**src/sv/page_bitmap_pixel_expander_assert.svh**
```systemverilog
// ----------------------------------------------------------------------------
// pixel expander assertion macros
// immediate-implication and next-cycle checks used by pbpe_emit
// ----------------------------------------------------------------------------
`ifndef PAGE_BITMAP_PIXEL_EXPANDER_ASSERT_SVH
`define PAGE_BITMAP_PIXEL_EXPANDER_ASSERT_SVH

// consequent must hold in the same cycle
`define PBPE_ASSERT_IMP(label, clk, rst, ante, cons) \
   label: assert property (@(posedge clk) disable iff (rst) (ante) |-> (cons)) \
      else $error("pbpe check failed");

// consequent must hold in the following cycle
`define PBPE_ASSERT_NXT(label, clk, rst, ante, cons) \
   label: assert property (@(posedge clk) disable iff (rst) (ante) |=> (cons)) \
      else $error("pbpe check failed");

`endif

```
**src/sv/pbpe_pkg.sv**
```systemverilog
// ----------------------------------------------------------------------------
// pbpe_pkg
// shared widths, codes and types of the page bitmap pixel expander
// ----------------------------------------------------------------------------
package pbpe_pkg;

   localparam int OFF_W   = 19;
   localparam int BYTE_W  = 8;
   localparam int DIM_W   = 12;
   localparam int COORD_W = 12;
   localparam int PIX_W   = 11;
   localparam int UNIT_W  = 10;
   localparam int IDX_W   = 3;
   localparam int NPIX    = 8;
   localparam int SEL_W   = 3;

   localparam logic [BYTE_W-1:0] BYTE_BLANK = 8'hFF;

   localparam logic [IDX_W-1:0] REG_MODE   = 3'd0;
   localparam logic [IDX_W-1:0] REG_PAGE_W = 3'd1;
   localparam logic [IDX_W-1:0] REG_PAGE_H = 3'd2;
   localparam logic [IDX_W-1:0] REG_SCR_W  = 3'd3;
   localparam logic [IDX_W-1:0] REG_SCR_H  = 3'd4;

   localparam logic [DIM_W-1:0] RESET_PAGE_W = 12'd480;
   localparam logic [DIM_W-1:0] RESET_PAGE_H = 12'd800;
   localparam logic [DIM_W-1:0] RESET_SCR_W  = 12'd480;
   localparam logic [DIM_W-1:0] RESET_SCR_H  = 12'd800;

   typedef enum logic [1:0] {
      MODE_MONO      = 2'd0,
      MODE_GRAY_BASE = 2'd1,
      MODE_GRAY_LSB  = 2'd2,
      MODE_GRAY_MSB  = 2'd3
   } mode_type;

   typedef struct packed {
      mode_type         mode;
      logic [DIM_W-1:0] page_w;
      logic [DIM_W-1:0] page_h;
      logic [DIM_W-1:0] scr_w;
      logic [DIM_W-1:0] scr_h;
   } cfg_type;

   localparam cfg_type CFG_RESET = '{
      mode:   MODE_MONO,
      page_w: RESET_PAGE_W,
      page_h: RESET_PAGE_H,
      scr_w:  RESET_SCR_W,
      scr_h:  RESET_SCR_H
   };

   typedef struct packed {
      logic [BYTE_W-1:0] hi;
      logic [BYTE_W-1:0] lo;
      logic              err;
   } div_payload_type;

   typedef struct packed {
      logic [NPIX-1:0]    mask;
      logic [COORD_W-1:0] xb;
      logic [COORD_W-1:0] yb;
      logic               step_x;
      logic               ink;
      logic               err;
   } slot_type;

endpackage

```
**src/sv/pbpe_req_if.sv**
```systemverilog
// ----------------------------------------------------------------------------
// pbpe_req_if
// input item channel: byte offset and the two plane bytes
// ----------------------------------------------------------------------------
interface pbpe_req_if;
   import pbpe_pkg::*;

   logic              valid;
   logic              ready;
   logic [OFF_W-1:0]  byte_offset;
   logic [BYTE_W-1:0] byte_hi;
   logic [BYTE_W-1:0] byte_lo;

   modport source (output valid, byte_offset, byte_hi, byte_lo, input ready);
   modport sink   (input valid, byte_offset, byte_hi, byte_lo, output ready);
endinterface

```
**src/sv/pbpe_rsp_if.sv**
```systemverilog
// ----------------------------------------------------------------------------
// pbpe_rsp_if
// result item channel: one pixel draw command or an offset error
// ----------------------------------------------------------------------------
interface pbpe_rsp_if;
   import pbpe_pkg::*;

   logic             valid;
   logic             ready;
   logic [PIX_W-1:0] pixel_x;
   logic [PIX_W-1:0] pixel_y;
   logic             ink_black;
   logic             overflow_error;
   logic             last_of_byte;

   modport source (output valid, pixel_x, pixel_y, ink_black, overflow_error,
                   last_of_byte, input ready);
   modport sink   (input valid, pixel_x, pixel_y, ink_black, overflow_error,
                   last_of_byte, output ready);
endinterface

```
**src/sv/pbpe_csr_if.sv**
```systemverilog
// ----------------------------------------------------------------------------
// pbpe_csr_if
// configuration write channel: register index and write data
// ----------------------------------------------------------------------------
interface pbpe_csr_if;
   import pbpe_pkg::*;

   logic             valid;
   logic             ready;
   logic [IDX_W-1:0] index;
   logic [DIM_W-1:0] data;

   modport source (output valid, index, data, input ready);
   modport sink   (input valid, index, data, output ready);
endinterface

```
**src/sv/pbpe_csr.sv**
```systemverilog
// ----------------------------------------------------------------------------
// pbpe_csr
// configuration registers: mode, page size and screen clip size
// ----------------------------------------------------------------------------
module pbpe_csr (
   input  logic             clock,
   input  logic             reset,
   pbpe_csr_if.sink         csr,
   output pbpe_pkg::cfg_type cfg
);
   import pbpe_pkg::*;

   cfg_type cfg_ff;
   cfg_type cfg_in;

   assign csr.ready = 1'b1;
   assign cfg       = cfg_ff;

   always_comb begin
      cfg_in = cfg_ff;
      if (csr.valid) begin
         case (csr.index)
            REG_MODE:   cfg_in.mode   = mode_type'(csr.data[1:0]);
            REG_PAGE_W: cfg_in.page_w = csr.data;
            REG_PAGE_H: cfg_in.page_h = csr.data;
            REG_SCR_W:  cfg_in.scr_w  = csr.data;
            REG_SCR_H:  cfg_in.scr_h  = csr.data;
            default:    cfg_in = cfg_ff;
         endcase
      end
   end

   always_ff @(posedge clock) begin
      if (reset) begin
         cfg_ff <= CFG_RESET;
      end else begin
         cfg_ff <= cfg_in;
      end
   end
endmodule

```
**src/sv/pbpe_div_stage.sv**
```systemverilog
// ----------------------------------------------------------------------------
// pbpe_div_stage
// one restoring division step: offset by bytes per row or column
// ----------------------------------------------------------------------------
module pbpe_div_stage #(
   parameter int DIV_W = 29,
   parameter int QW    = 11,
   parameter int SHIFT = 0
) (
   input  logic                          clock,
   input  logic                          reset,
   input  logic                          en,
   input  logic                          in_valid,
   input  logic [DIV_W-1:0]              in_rem,
   input  logic [QW-1:0]                 in_q,
   input  logic [pbpe_pkg::UNIT_W-1:0]   in_unit,
   input  pbpe_pkg::div_payload_type     in_pay,
   output logic                          out_valid,
   output logic [DIV_W-1:0]              out_rem,
   output logic [QW-1:0]                 out_q,
   output logic [pbpe_pkg::UNIT_W-1:0]   out_unit,
   output pbpe_pkg::div_payload_type     out_pay
);
   import pbpe_pkg::*;

   logic [DIV_W-1:0] trial;
   logic             ge;
   logic [DIV_W-1:0] rem_in;
   logic [QW-1:0]    q_in;

   logic                 valid_ff;
   logic [DIV_W-1:0]     rem_ff;
   logic [QW-1:0]        q_ff;
   logic [UNIT_W-1:0]    unit_ff;
   div_payload_type      pay_ff;

   always_comb begin
      trial  = DIV_W'(in_unit) << SHIFT;
      ge     = in_rem >= trial;
      rem_in = ge ? in_rem - trial : in_rem;
      q_in   = {in_q[QW-2:0], ge};
   end

   always_ff @(posedge clock) begin
      if (reset) begin
         valid_ff <= 1'b0;
      end else if (en) begin
         valid_ff <= in_valid;
      end
   end

   always_ff @(posedge clock) begin
      if (en) begin
         rem_ff  <= rem_in;
         q_ff    <= q_in;
         unit_ff <= in_unit;
         pay_ff  <= in_pay;
      end
   end

   assign out_valid = valid_ff;
   assign out_rem   = rem_ff;
   assign out_q     = q_ff;
   assign out_unit  = unit_ff;
   assign out_pay   = pay_ff;
endmodule

```
**src/sv/pbpe_decode.sv**
```systemverilog
// ----------------------------------------------------------------------------
// pbpe_decode
// turns row or column and byte position into a draw mask and base coordinate
// ----------------------------------------------------------------------------
module pbpe_decode #(
   parameter int QW = 11
) (
   input  logic                         clock,
   input  logic                         reset,
   input  logic                         en,
   input  logic                         in_valid,
   input  logic [QW-1:0]                q,
   input  logic [pbpe_pkg::UNIT_W-1:0]  rem,
   input  pbpe_pkg::div_payload_type    pay,
   input  pbpe_pkg::cfg_type            cfg,
   output logic                         out_valid,
   output pbpe_pkg::slot_type           out_item
);
   import pbpe_pkg::*;

   logic [DIM_W:0] w13, h13, sw13, sh13;
   logic [DIM_W:0] line13, base13, gx13;
   logic [DIM_W:0] pos13;
   logic [1:0]     val;
   logic           draw;
   logic           line_ok;
   slot_type       item_in;
   logic           valid_in;

   logic     valid_ff;
   slot_type item_ff;

   always_comb begin
      w13     = {1'b0, cfg.page_w};
      h13     = {1'b0, cfg.page_h};
      sw13    = {1'b0, cfg.scr_w};
      sh13    = {1'b0, cfg.scr_h};
      line13  = (DIM_W+1)'(q);
      base13  = (DIM_W+1)'({rem, 3'b000});
      gx13    = w13 - (DIM_W+1)'(1) - line13;
      item_in = '0;
      pos13   = '0;
      val     = '0;
      draw    = 1'b0;
      line_ok = 1'b0;
      if (cfg.mode == MODE_MONO) begin
         line_ok        = (line13 < h13) && (line13 < sh13) && (pay.hi != BYTE_BLANK);
         item_in.xb     = base13[COORD_W-1:0];
         item_in.yb     = line13[COORD_W-1:0];
         item_in.step_x = 1'b1;
         item_in.ink    = 1'b1;
         for (int b = 0; b < NPIX; b++) begin
            pos13 = base13 + (DIM_W+1)'(b);
            item_in.mask[b] = line_ok && (pos13 < w13) && (pos13 < sw13)
                              && !pay.hi[NPIX-1-b];
         end
      end else begin
         line_ok        = gx13 < sw13;
         item_in.xb     = gx13[COORD_W-1:0];
         item_in.yb     = base13[COORD_W-1:0];
         item_in.step_x = 1'b0;
         item_in.ink    = (cfg.mode == MODE_GRAY_BASE);
         for (int b = 0; b < NPIX; b++) begin
            pos13 = base13 + (DIM_W+1)'(b);
            val   = {pay.hi[NPIX-1-b], pay.lo[NPIX-1-b]};
            case (cfg.mode)
               MODE_GRAY_BASE: draw = (val != 2'b00);
               MODE_GRAY_LSB:  draw = (val == 2'b01);
               MODE_GRAY_MSB:  draw = (val == 2'b01) || (val == 2'b10);
               default:        draw = 1'b0;
            endcase
            item_in.mask[b] = line_ok && (pos13 < h13) && (pos13 < sh13) && draw;
         end
      end
      if (pay.err) begin
         item_in      = '0;
         item_in.mask = NPIX'(1);
      end
      item_in.err = pay.err;
      valid_in    = in_valid && (item_in.mask != '0);
   end

   always_ff @(posedge clock) begin
      if (reset) begin
         valid_ff <= 1'b0;
      end else if (en) begin
         valid_ff <= valid_in;
      end
   end

   always_ff @(posedge clock) begin
      if (en) begin
         item_ff <= item_in;
      end
   end

   assign out_valid = valid_ff;
   assign out_item  = item_ff;
endmodule

```
**src/sv/pbpe_emit.sv**
```systemverilog
// ----------------------------------------------------------------------------
// pbpe_emit
// holds one decoded byte and sends its pixels one item per cycle unless rsp.ready stalls
// ----------------------------------------------------------------------------
`include "page_bitmap_pixel_expander_assert.svh"

module pbpe_emit (
   input  logic               clock,
   input  logic               reset,
   input  logic               in_valid,
   input  pbpe_pkg::slot_type in_item,
   output logic               take,
   pbpe_rsp_if.source         rsp
);
   import pbpe_pkg::*;

   logic               slot_valid_ff;
   slot_type           slot_ff;
   logic               slot_valid_in;
   slot_type           slot_in;

   logic               rsp_valid_ff;
   logic [PIX_W-1:0]   px_ff, py_ff;
   logic               ink_ff, err_ff, last_ff;
   logic               rsp_valid_in;

   logic               out_load;
   logic               fire;
   logic               last;
   logic [SEL_W-1:0]   idx;
   logic [NPIX-1:0]    rest;
   logic [COORD_W-1:0] xo, yo;

   always_comb begin
      idx = '0;
      for (int b = NPIX - 1; b >= 0; b--) begin
         if (slot_ff.mask[b]) begin
            idx = SEL_W'(b);
         end
      end
      rest     = slot_ff.mask & ~(NPIX'(1) << idx);
      last     = (rest == '0);
      out_load = !rsp_valid_ff || rsp.ready;
      fire     = slot_valid_ff && out_load;
      take     = !slot_valid_ff || (fire && last);
      xo = slot_ff.xb + (slot_ff.step_x ? COORD_W'(idx) : '0);
      yo = slot_ff.yb + (slot_ff.step_x ? '0 : COORD_W'(idx));

      slot_valid_in = slot_valid_ff;
      slot_in       = slot_ff;
      if (take) begin
         slot_valid_in = in_valid;
         slot_in       = in_item;
      end else if (fire) begin
         slot_in.mask = rest;
      end

      rsp_valid_in = rsp_valid_ff;
      if (fire) begin
         rsp_valid_in = 1'b1;
      end else if (out_load) begin
         rsp_valid_in = 1'b0;
      end
   end

   always_ff @(posedge clock) begin
      if (reset) begin
         slot_valid_ff <= 1'b0;
         rsp_valid_ff  <= 1'b0;
      end else begin
         slot_valid_ff <= slot_valid_in;
         rsp_valid_ff  <= rsp_valid_in;
      end
   end

   always_ff @(posedge clock) begin
      slot_ff <= slot_in;
      if (fire) begin
         px_ff   <= xo[PIX_W-1:0];
         py_ff   <= yo[PIX_W-1:0];
         ink_ff  <= slot_ff.ink;
         err_ff  <= slot_ff.err;
         last_ff <= last;
      end
   end

   assign rsp.valid          = rsp_valid_ff;
   assign rsp.pixel_x        = px_ff;
   assign rsp.pixel_y        = py_ff;
   assign rsp.ink_black      = ink_ff;
   assign rsp.overflow_error = err_ff;
   assign rsp.last_of_byte   = last_ff;

   `PBPE_ASSERT_IMP(a_slot_nonempty, clock, reset, slot_valid_ff, slot_ff.mask != '0)
   `PBPE_ASSERT_NXT(a_slot_holds, clock, reset, slot_valid_ff && !out_load, slot_valid_ff && $stable(slot_ff.mask))
   `PBPE_ASSERT_IMP(a_err_alone, clock, reset, rsp_valid_ff && err_ff, last_ff && !ink_ff && px_ff == '0 && py_ff == '0)
endmodule

```
**src/sv/page_bitmap_pixel_expander.sv**
```systemverilog
// ----------------------------------------------------------------------------
// page_bitmap_pixel_expander
// expands page bitmap bytes into clipped pixel draw commands
// ----------------------------------------------------------------------------
//  channel   dir   handshake     carries
//  req_port  in    valid/ready   byte_offset, byte_hi, byte_lo
//  rsp_port  out   valid/ready   pixel_x, pixel_y, ink_black, overflow_error,
//                                last_of_byte
//  csr_port  in    valid/ready   index, data (always ready)
//
//  one result leaves per cycle unless rsp_port.ready stalls; a byte gives up
//  to 8 results, and passes s0, s1, the division stages, the decode register,
//  the serializer slot and the result register from acceptance to its first
//  result. the offset divide is one quotient bit per stage; a byte that draws
//  nothing leaves no result and is dropped at decode, before the serializer.
//  reset is synchronous and clears all valid bits and the configuration.
//  a waiting result with rsp_port.ready low stops the serializer, and a busy
//  serializer holds every earlier stage in place.
// ----------------------------------------------------------------------------
module page_bitmap_pixel_expander #(
   parameter int MAX_DIM = 2048
) (
   input  logic        clock,
   input  logic        reset,
   pbpe_req_if.sink    req_port,
   pbpe_rsp_if.source  rsp_port,
   pbpe_csr_if.sink    csr_port
);
   import pbpe_pkg::*;

   localparam int QW      = $clog2(MAX_DIM);
   localparam int DIV_W   = OFF_W + UNIT_W;
   localparam int PLANE_W = UNIT_W + DIM_W;

   cfg_type cfg;
   logic    en;

   logic [DIM_W-1:0] dim_a, dim_b;
   logic [DIM_W:0]   unit_sum;
   logic             dims_ok_in;

   logic              s0_valid_ff;
   logic [OFF_W-1:0]  s0_off_ff;
   logic [BYTE_W-1:0] s0_hi_ff, s0_lo_ff;
   logic [UNIT_W-1:0] s0_unit_ff;
   logic [DIM_W-1:0]  s0_other_ff;
   logic              s0_ok_ff;

   logic               s1_valid_ff;
   logic [OFF_W-1:0]   s1_off_ff;
   logic [BYTE_W-1:0]  s1_hi_ff, s1_lo_ff;
   logic [UNIT_W-1:0]  s1_unit_ff;
   logic [PLANE_W-1:0] s1_plane_ff;
   logic [PLANE_W-1:0] plane_in;

   logic              valid_c [QW+1];
   logic [DIV_W-1:0]  rem_c   [QW+1];
   logic [QW-1:0]     q_c     [QW+1];
   logic [UNIT_W-1:0] unit_c  [QW+1];
   div_payload_type   pay_c   [QW+1];

   logic     dec_valid;
   slot_type dec_item;

   pbpe_csr u_csr (
      .clock (clock),
      .reset (reset),
      .csr   (csr_port),
      .cfg   (cfg)
   );

   assign req_port.ready = en;

   always_comb begin
      dim_a      = (cfg.mode == MODE_MONO) ? cfg.page_w : cfg.page_h;
      dim_b      = (cfg.mode == MODE_MONO) ? cfg.page_h : cfg.page_w;
      unit_sum   = (DIM_W+1)'(dim_a) + (DIM_W+1)'(7);
      dims_ok_in = (cfg.page_w != '0) && (cfg.page_h != '0)
                   && ({1'b0, cfg.page_w} <= (DIM_W+1)'(MAX_DIM))
                   && ({1'b0, cfg.page_h} <= (DIM_W+1)'(MAX_DIM));
      plane_in   = s0_ok_ff ? PLANE_W'(s0_unit_ff) * PLANE_W'(s0_other_ff) : '0;
   end

   always_ff @(posedge clock) begin
      if (reset) begin
         s0_valid_ff <= 1'b0;
         s1_valid_ff <= 1'b0;
      end else if (en) begin
         s0_valid_ff <= req_port.valid;
         s1_valid_ff <= s0_valid_ff;
      end
   end

   always_ff @(posedge clock) begin
      if (en) begin
         s0_off_ff   <= req_port.byte_offset;
         s0_hi_ff    <= req_port.byte_hi;
         s0_lo_ff    <= req_port.byte_lo;
         s0_unit_ff  <= unit_sum[DIM_W:3];
         s0_other_ff <= dim_b;
         s0_ok_ff    <= dims_ok_in;
         s1_off_ff   <= s0_off_ff;
         s1_hi_ff    <= s0_hi_ff;
         s1_lo_ff    <= s0_lo_ff;
         s1_unit_ff  <= s0_unit_ff;
         s1_plane_ff <= plane_in;
      end
   end

   always_comb begin
      valid_c[0]   = s1_valid_ff;
      rem_c[0]     = DIV_W'(s1_off_ff);
      q_c[0]       = '0;
      unit_c[0]    = s1_unit_ff;
      pay_c[0].hi  = s1_hi_ff;
      pay_c[0].lo  = s1_lo_ff;
      pay_c[0].err = PLANE_W'(s1_off_ff) >= s1_plane_ff;
   end

   for (genvar j = 0; j < QW; j++) begin : g_div
      pbpe_div_stage #(
         .DIV_W (DIV_W),
         .QW    (QW),
         .SHIFT (QW - 1 - j)
      ) u_stage (
         .clock     (clock),
         .reset     (reset),
         .en        (en),
         .in_valid  (valid_c[j]),
         .in_rem    (rem_c[j]),
         .in_q      (q_c[j]),
         .in_unit   (unit_c[j]),
         .in_pay    (pay_c[j]),
         .out_valid (valid_c[j+1]),
         .out_rem   (rem_c[j+1]),
         .out_q     (q_c[j+1]),
         .out_unit  (unit_c[j+1]),
         .out_pay   (pay_c[j+1])
      );
   end

   pbpe_decode #(
      .QW (QW)
   ) u_decode (
      .clock     (clock),
      .reset     (reset),
      .en        (en),
      .in_valid  (valid_c[QW]),
      .q         (q_c[QW]),
      .rem       (rem_c[QW][UNIT_W-1:0]),
      .pay       (pay_c[QW]),
      .cfg       (cfg),
      .out_valid (dec_valid),
      .out_item  (dec_item)
   );

   pbpe_emit u_emit (
      .clock    (clock),
      .reset    (reset),
      .in_valid (dec_valid),
      .in_item  (dec_item),
      .take     (en),
      .rsp      (rsp_port)
   );
endmodule

```
**src/flat_wrapper.sv**
```systemverilog
// flat-port wrapper written by rule: the top's interface ports become plain ports
module page_bitmap_pixel_expander_flat import pbpe_pkg::*;
#(
   parameter int MAX_DIM = 2048
)
  (clock, reset, req_port_valid, req_port_byte_offset, req_port_byte_hi, req_port_byte_lo, req_port_ready, rsp_port_valid, rsp_port_pixel_x, rsp_port_pixel_y, rsp_port_ink_black, rsp_port_overflow_error, rsp_port_last_of_byte, rsp_port_ready, csr_port_valid, csr_port_index, csr_port_data, csr_port_ready);
  pbpe_req_if req_port_i ();
  pbpe_rsp_if rsp_port_i ();
  pbpe_csr_if csr_port_i ();
  input  logic clock;
  input  logic reset;
  input wire logic [$bits(req_port_i.valid)-1:0] req_port_valid;
  input wire logic [$bits(req_port_i.byte_offset)-1:0] req_port_byte_offset;
  input wire logic [$bits(req_port_i.byte_hi)-1:0] req_port_byte_hi;
  input wire logic [$bits(req_port_i.byte_lo)-1:0] req_port_byte_lo;
  output wire logic [$bits(req_port_i.ready)-1:0] req_port_ready;
  output wire logic [$bits(rsp_port_i.valid)-1:0] rsp_port_valid;
  output wire logic [$bits(rsp_port_i.pixel_x)-1:0] rsp_port_pixel_x;
  output wire logic [$bits(rsp_port_i.pixel_y)-1:0] rsp_port_pixel_y;
  output wire logic [$bits(rsp_port_i.ink_black)-1:0] rsp_port_ink_black;
  output wire logic [$bits(rsp_port_i.overflow_error)-1:0] rsp_port_overflow_error;
  output wire logic [$bits(rsp_port_i.last_of_byte)-1:0] rsp_port_last_of_byte;
  input wire logic [$bits(rsp_port_i.ready)-1:0] rsp_port_ready;
  input wire logic [$bits(csr_port_i.valid)-1:0] csr_port_valid;
  input wire logic [$bits(csr_port_i.index)-1:0] csr_port_index;
  input wire logic [$bits(csr_port_i.data)-1:0] csr_port_data;
  output wire logic [$bits(csr_port_i.ready)-1:0] csr_port_ready;
  assign req_port_i.valid = req_port_valid;
  assign req_port_i.byte_offset = req_port_byte_offset;
  assign req_port_i.byte_hi = req_port_byte_hi;
  assign req_port_i.byte_lo = req_port_byte_lo;
  assign req_port_ready = req_port_i.ready;
  assign rsp_port_valid = rsp_port_i.valid;
  assign rsp_port_pixel_x = rsp_port_i.pixel_x;
  assign rsp_port_pixel_y = rsp_port_i.pixel_y;
  assign rsp_port_ink_black = rsp_port_i.ink_black;
  assign rsp_port_overflow_error = rsp_port_i.overflow_error;
  assign rsp_port_last_of_byte = rsp_port_i.last_of_byte;
  assign rsp_port_i.ready = rsp_port_ready;
  assign csr_port_i.valid = csr_port_valid;
  assign csr_port_i.index = csr_port_index;
  assign csr_port_i.data = csr_port_data;
  assign csr_port_ready = csr_port_i.ready;
  page_bitmap_pixel_expander #(.MAX_DIM(MAX_DIM)) u_core (.clock(clock), .reset(reset), .req_port(req_port_i), .rsp_port(rsp_port_i), .csr_port(csr_port_i));
endmodule
```
**config.mk**
```make
export PLATFORM = sky130hd
export DESIGN_NAME = page_bitmap_pixel_expander_flat
export DESIGN_NICKNAME = d
export VERILOG_FILES = /design/src/sv/pbpe_pkg.sv /design/src/sv/pbpe_req_if.sv /design/src/sv/pbpe_rsp_if.sv /design/src/sv/pbpe_csr_if.sv /design/src/sv/pbpe_csr.sv /design/src/sv/pbpe_div_stage.sv /design/src/sv/pbpe_decode.sv /design/src/sv/pbpe_emit.sv /design/src/sv/page_bitmap_pixel_expander.sv /design/src/flat_wrapper.sv
export VERILOG_INCLUDE_DIRS = /design/src /design/src/sv
export SDC_FILE = /design/constraint.sdc
export NUM_CORES = 2
export LEC_CHECK = 0
export ABC_AREA = 1
export BUFFER_PORTS_ARGS = -buffer_cell sky130_fd_sc_hd__buf_4
export CORE_MARGIN = 10
export CORE_UTILIZATION = 40
export CTS_CLUSTER_SIZE = 28
export DETAILED_ROUTE_END_ITERATION = 10
export SLEW_MARGIN = 5
export SYNTH_ARGS = -nofsm -noshare
export SYNTH_HDL_FRONTEND = slang
export SYNTH_HIERARCHICAL = 1
export SYNTH_SLANG_ARGS = --single-unit
```
**constraint.sdc**
```tcl
create_clock -name clock -period 19.8 [get_ports clock]
set_input_delay 2.97 -clock clock [delete_from_list [all_inputs] [get_ports clock]]
set_output_delay 2.97 -clock clock [all_outputs]
set_load 0.02 [all_outputs]
```
# Word-level counts from Yosys, hierarchy flattened
# Cells that the tools add are included.
# totals
word_cells	362
output_inout_bits	28
inputBits	55
reg_bits	927
# classes
addsub	23
n_reduce_logical	99
n_mux	45
order_cmp	49
eq_ne	24
n_shift	1
multipliers	1
bitwise_logic	3
# op_table
operator	count
13-bit by 12-bit less-than comparator with 1-bit output	33
29-bit 2-to-1 mux	9
1-bit logical AND	56
13-bit by 3-bit adder with 13-bit output (second input constant)	4
35-bit 2-to-1 mux	1
34-bit 2-to-1 mux	1
3-bit 2-to-1 mux	10
29-bit by 10-bit >= comparator with 1-bit output	1
29-bit by 11-bit >= comparator with 1-bit output	1
29-bit by 12-bit >= comparator with 1-bit output	1
29-bit by 13-bit >= comparator with 1-bit output	1
29-bit by 14-bit >= comparator with 1-bit output	1
29-bit by 15-bit >= comparator with 1-bit output	1
29-bit by 16-bit >= comparator with 1-bit output	1
29-bit by 17-bit >= comparator with 1-bit output	1
29-bit by 18-bit >= comparator with 1-bit output	1
29-bit by 19-bit >= comparator with 1-bit output	1
29-bit by 11-bit subtractor with 29-bit output	1
29-bit by 12-bit subtractor with 29-bit output	1
29-bit by 13-bit subtractor with 29-bit output	1
29-bit by 14-bit subtractor with 29-bit output	1
29-bit by 15-bit subtractor with 29-bit output	1
29-bit by 16-bit subtractor with 29-bit output	1
29-bit by 17-bit subtractor with 29-bit output	1
other kinds (41)	114

# Depth between registers and ports, before layout
# depth
depth_word	15
mapped_depth	26
ltp_nobuf	26

# Hierarchy
# The synthesis kept the hierarchy.
# by_module_without_submodules
module	n_inst	seq_area_each_um2	cells_each	area_each_um2
page_bitmap_pixel_expander	1	3793.6	998	9302.7
pbpe_decode	1	1071.0	784	5121.2
pbpe_div_stage (u_core.g_div[10].u_stage)	1	2031.9	441	3849.9
pbpe_div_stage (u_core.g_div[8].u_stage)	1	2031.9	434	3798.6
pbpe_div_stage (u_core.g_div[9].u_stage)	1	2031.9	439	3784.9
pbpe_div_stage (u_core.g_div[6].u_stage)	1	2031.9	419	3662.3
pbpe_div_stage (u_core.g_div[5].u_stage)	1	2031.9	397	3657.3
pbpe_div_stage (u_core.g_div[7].u_stage)	1	2031.9	416	3639.7
pbpe_div_stage (u_core.g_div[4].u_stage)	1	2031.9	388	3616.0
pbpe_div_stage (u_core.g_div[3].u_stage)	1	2031.9	377	3524.6
pbpe_div_stage (u_core.g_div[2].u_stage)	1	2031.9	357	3477.1
pbpe_div_stage (u_core.g_div[1].u_stage)	1	2031.9	328	3362.0
pbpe_div_stage (u_core.g_div[0].u_stage)	1	2031.9	327	3315.7
pbpe_emit	1	1781.7	219	2661.3
pbpe_csr	1	1001.0	287	1996.9

# Worst setup path after synthesis
# OpenSTA, ideal clock, no wires.
# synth_timing
kind	input-to-output
startpoint	input port rsp_port_ready
endpoint	output port req_port_ready
cell_stages	4
n_path_buf	0
path_slack_ps	7182
t_required_ps	16830
arrival_ps	9648
cell_sequence	nor2_1 -> inv_1 -> nand4_4 -> nand2_4
# synth_via
elab_chain_len	4
# synth_rtl
item	line_no	source
from (decl)	flat_wrapper.sv:23	input wire logic [$bits(rsp_port_i.ready)-1:0] rsp_port_ready;
1-bit logical OR	pbpe_emit.sv:43	out_load = !rsp_valid_ff || rsp.ready;
1-bit logical AND	pbpe_emit.sv:44	fire = slot_valid_ff && out_load;
1-bit logical AND	pbpe_emit.sv:45	take = !slot_valid_ff || (fire && last);
1-bit logical OR	pbpe_emit.sv:45	
to (decl)	flat_wrapper.sv:16	output wire logic [$bits(req_port_i.ready)-1:0] req_port_ready;
# Every way passes these cells.

# Worst setup path in the final report
# Same ends and word-level chain as after synthesis.

==> results <==
- The kind of launch point of the worst setup path is a primary input.
- The number of instances in the placed design is between 8000 and 9000.
- After clock tree synthesis, the clock-pin slew on the worst setup and hold paths is roughly 0.06 ns.
- The number of hold buffers added after CTS was 0.
- The clock passes through at most 3 buffers.
- 83 I/O pins were placed.
- The run finished with clean final reports.
- The violation count after the first detailed-route iteration is 2460.
- In the global route stage, overall resource usage came out at 0.165.
- The number of setup violations in the final report is 0.
- The critical path's slowest cell is nand2_8.
- IR analysis of the VDD net gives a maximum drop of 0.0775 mV.
- The synthesized area per cell is just under 9 um2.
- The final total negative setup slack is 0 ns.
- The number of max-cap violations is 0.
- At the pin with the least slew margin, the transition time is ~1.1 ns.
- In this run, post-CTS repair resized a total of 0 instances.
- The most prevalent standard cell on the critical path is buf_4.
- Entering global routing, the biggest net connects ~180 pins.
- The leakage power of the design is 29.1 nW.
- At the placement stage, the worst setup path has a slack of between 10 and 15 ns.
- In this design, the stage delay of the slowest critical-path cell is between 0.3 and 0.4 ns.
- Data on the critical path is required at its endpoint by 16.83 ns.
- In this run the post-CTS setup repair buffer count came out at 0.
- At the end of routability-driven placement, the weighted congestion stood at slightly above 0.9.
- The combinational share of power is 0.327.
- Of the total power, the share spent switching nets is 0.366.
- Power spread over the standard cell area amounts to roughly 120 mW/mm2.
- The vertical extent of the die is 392 um.
- Setup repair after global routing left no endpoint under its margin.
- The critical path is of the in2out type.
- The part of the power in registers is 0.396.
- The number of buffers added by the clock tree synthesis step is around 110.
- The sum of overflow across all layers after global routing is 0.
- The yosys synthesis warning count is 6.
- The width of the die is 392 um.
- The count of nets left with antenna violations once routing finished came out at 0.
- The source-to-sink clock delay at the later pin of the worst-skew pair is roughly 0.72 ns.
- The estimated wirelength of the detail-placed design is around 97 mm.
- After detailed routing, the average wire length per cell comes to about 15 um.
- The total iterations of the first detailed-routing run is 5.
- Traced cell by cell, the critical path runs through buf_4, nor2_1, inv_1, nand4_4, nand2_8, buf_4.
- The proportion of layout cells with a drive suffix above 1 is 0.0910.
- The initial standard-cell utilization of the core is 0.403.
- The port buffer count is just over 80.
- The number of buffers and inverters on the critical path is 3.
- The final routed DRC violation total is 0.
- The post-synthesis instance area is 0.0554 mm2.
- For the final database, setup skew stands at 0.0233 ns.
- Dividing the detail-routed via count by the number of cells gives about 4.7.
- In this run the tightest slew margin relative to its limit is 0.279.
- Internal power comes to between 0.004 and 0.005 W.
- The initial antenna violation count is 0.
- The final layout contains routed wiring with a total length of about 130 mm.
- Static timing analysis puts the maximum clock frequency at roughly 140 MHz.
- The critical path capture point type is an output port.
- The number of standard cells in the layout, taps in and fillers out is between 8000 and 9000.
- The net switching component of the power is 0.00266 W.
- Synthesis handed over a netlist of 6351 instances.
- The number of global-route vias before repair was between 30000 and 40000.
- STA puts the critical path data arrival time at 4.27 ns.
- The final number of max-transition violations is 0.
- In this design, the largest share of critical-path delay is due to simple AND/OR/NAND/NOR gates.
- The first global-routing pass estimated approximately 200 mm of wire.
- The cell row count is ~140.
- The die area is 0.154 mm2.
- The share of total power in the clock network is 0.277.
- The final worst-path setup slack is 12.56 ns.
- The hold violation count in the final report came to 0.
- The worst min-delay path category is reg2reg.
- After layout, the minimum clock period comes to between 7 and 8 ns.
- The maximum fanout along the worst path is 50.
- The depth of the CTS H-tree is 3.
- Compared with the post-synthesis result, the final layout area differs by 11.1%.
- Clock tree synthesis found a total of 935 sinks.
- The worst hold-check slack is between 0.3 and 0.4 ns.
- The clock root buffer is clkbuf_16.
- The post-route clock period utilization is 0.365.
- For this block, the via count after detailed routing is 39600.
- In this run the standard cell core region covers around 0.14 mm2.
- The final layout contains 6943 nets.
- TritonCTS built the clock tree.
==> registers in the layout (all words and copies together), names as in the netlist, 8 cells and up <==
name	count
u_core/g_div.u_stage/out_rem	300
u_core/g_div.u_stage/out_valid	11
u_core/s1_lo_ff	8
u_core/g_div.u_stage/out_unit	100
u_core/s1_plane_ff	22
u_core/u_csr/cfg	50
u_core/s0_off_ff	19
u_core/u_emit/slot_ff	33
u_core/g_div.u_stage/out_pay	187
u_core/g_div.u_stage/out_q	66
u_core/s1_unit_ff	10
u_core/u_decode/out_item	33
u_core/u_emit/rsp.pixel_x	11
u_core/u_emit/rsp.pixel_y	11
u_core/s0_other_ff	12
u_core/s0_lo_ff	8
u_core/s1_off_ff	19
u_core/s0_unit_ff	10
u_core/s1_hi_ff	8
u_core/s0_hi_ff	8
==> layer usage <==
metal / track usage / part of all wire
met5: 0 / 0
met4: 0.0446 / 0.025
met3: 0.0208 / 0.039
met2: 0.283 / 0.48
met1: 0.218 / 0.46
==> power groups by stage <==
| stage | clock [W] | combinational, W | sequential, W |
|---|---|---|---|
| finish | 0.00202 | 0.00238 | 0.00288 |
| floorplan | 0 | 0.00186 | 0.00278 |
| detailed placement | 0 | 0.00237 | 0.00292 |
| CTS | 0.00208 | 0.00239 | 0.00288 |
| global placement | 0 | 0.00235 | 0.00292 |
| global route | 0.00215 | 0.00275 | 0.00292 |
==> cell type report <==
type	instances	area, um2
fill	13200	76000
sequential	935	27400
multi-input combinational	4191	23100
inverter	1182	4460
clock buffer	118	2710
tap	1794	2240
clock inverter	80	916
timing repair buffer	91	721
antenna	1	2.50
==> stage by stage <==
stage          total power [W]  area (um2)  utilization
6_report               0.00728       61500        0.448
5_1_grt                0.00782       61500        0.448
4_1_cts                0.00735       61500        0.448
3_5_place_dp           0.00529       57900        0.421
3_3_place_gp           0.00526       57900        0.421
2_1_floorplan          0.00463       55500            -
==> worst register-to-register path: cells and delay by family, from the launching register on <==
kind                       cells  cell delay, ns
buffers and inverters          7            0.38
and+or+nand+nor                9            0.92
adders and majority gates      6            2.95
DFF                            1            0.68
==> path summary, 6_finish.rpt <==
path / start / end / slack, ns / depth (start not counted)
setup / recovery: rsp_port_ready / req_port_ready / 12.56 / 6
hold / removal: u_core/g_div[7].u_stage/out_pay[5] / u_core/g_div[8].u_stage/out_pay[5] / 0.40 / 0
setup reg to reg: u_core/s0_unit_ff[3] / u_core/s1_plane_ff[17] / 14.60 / 22
hold reg to reg: u_core/g_div[7].u_stage/out_pay[5] / u_core/g_div[8].u_stage/out_pay[5] / 0.40 / 0
==> placed cells by master (no fill, tap or decap), types with 15 or more instances in the layout <==
cell           n
buf_4         88
nand3b_1      46
a21oi_2       50
conb_1        34
nand4_1       77
clkinv_2      17
nand2_1     1952
nand2_2       90
bufinv_16     15
nor2_1       630
ha_1         290
inv_1       1137
xor2_1        85
nor3_1        48
nand3_1      351
clkinvlp_4    16
nor2_4        32
o21ai_2       20
a21oi_1      134
nor2_2        54
inv_6         17
dfxtp_1       66
fa_1          92
clkinv_1      15
xnor2_1       40
clkbuf_16    105
edfxtp_1     869
o21ai_0       53
inv_2         33
Note: power is estimated with default switching activity, not from simulation.
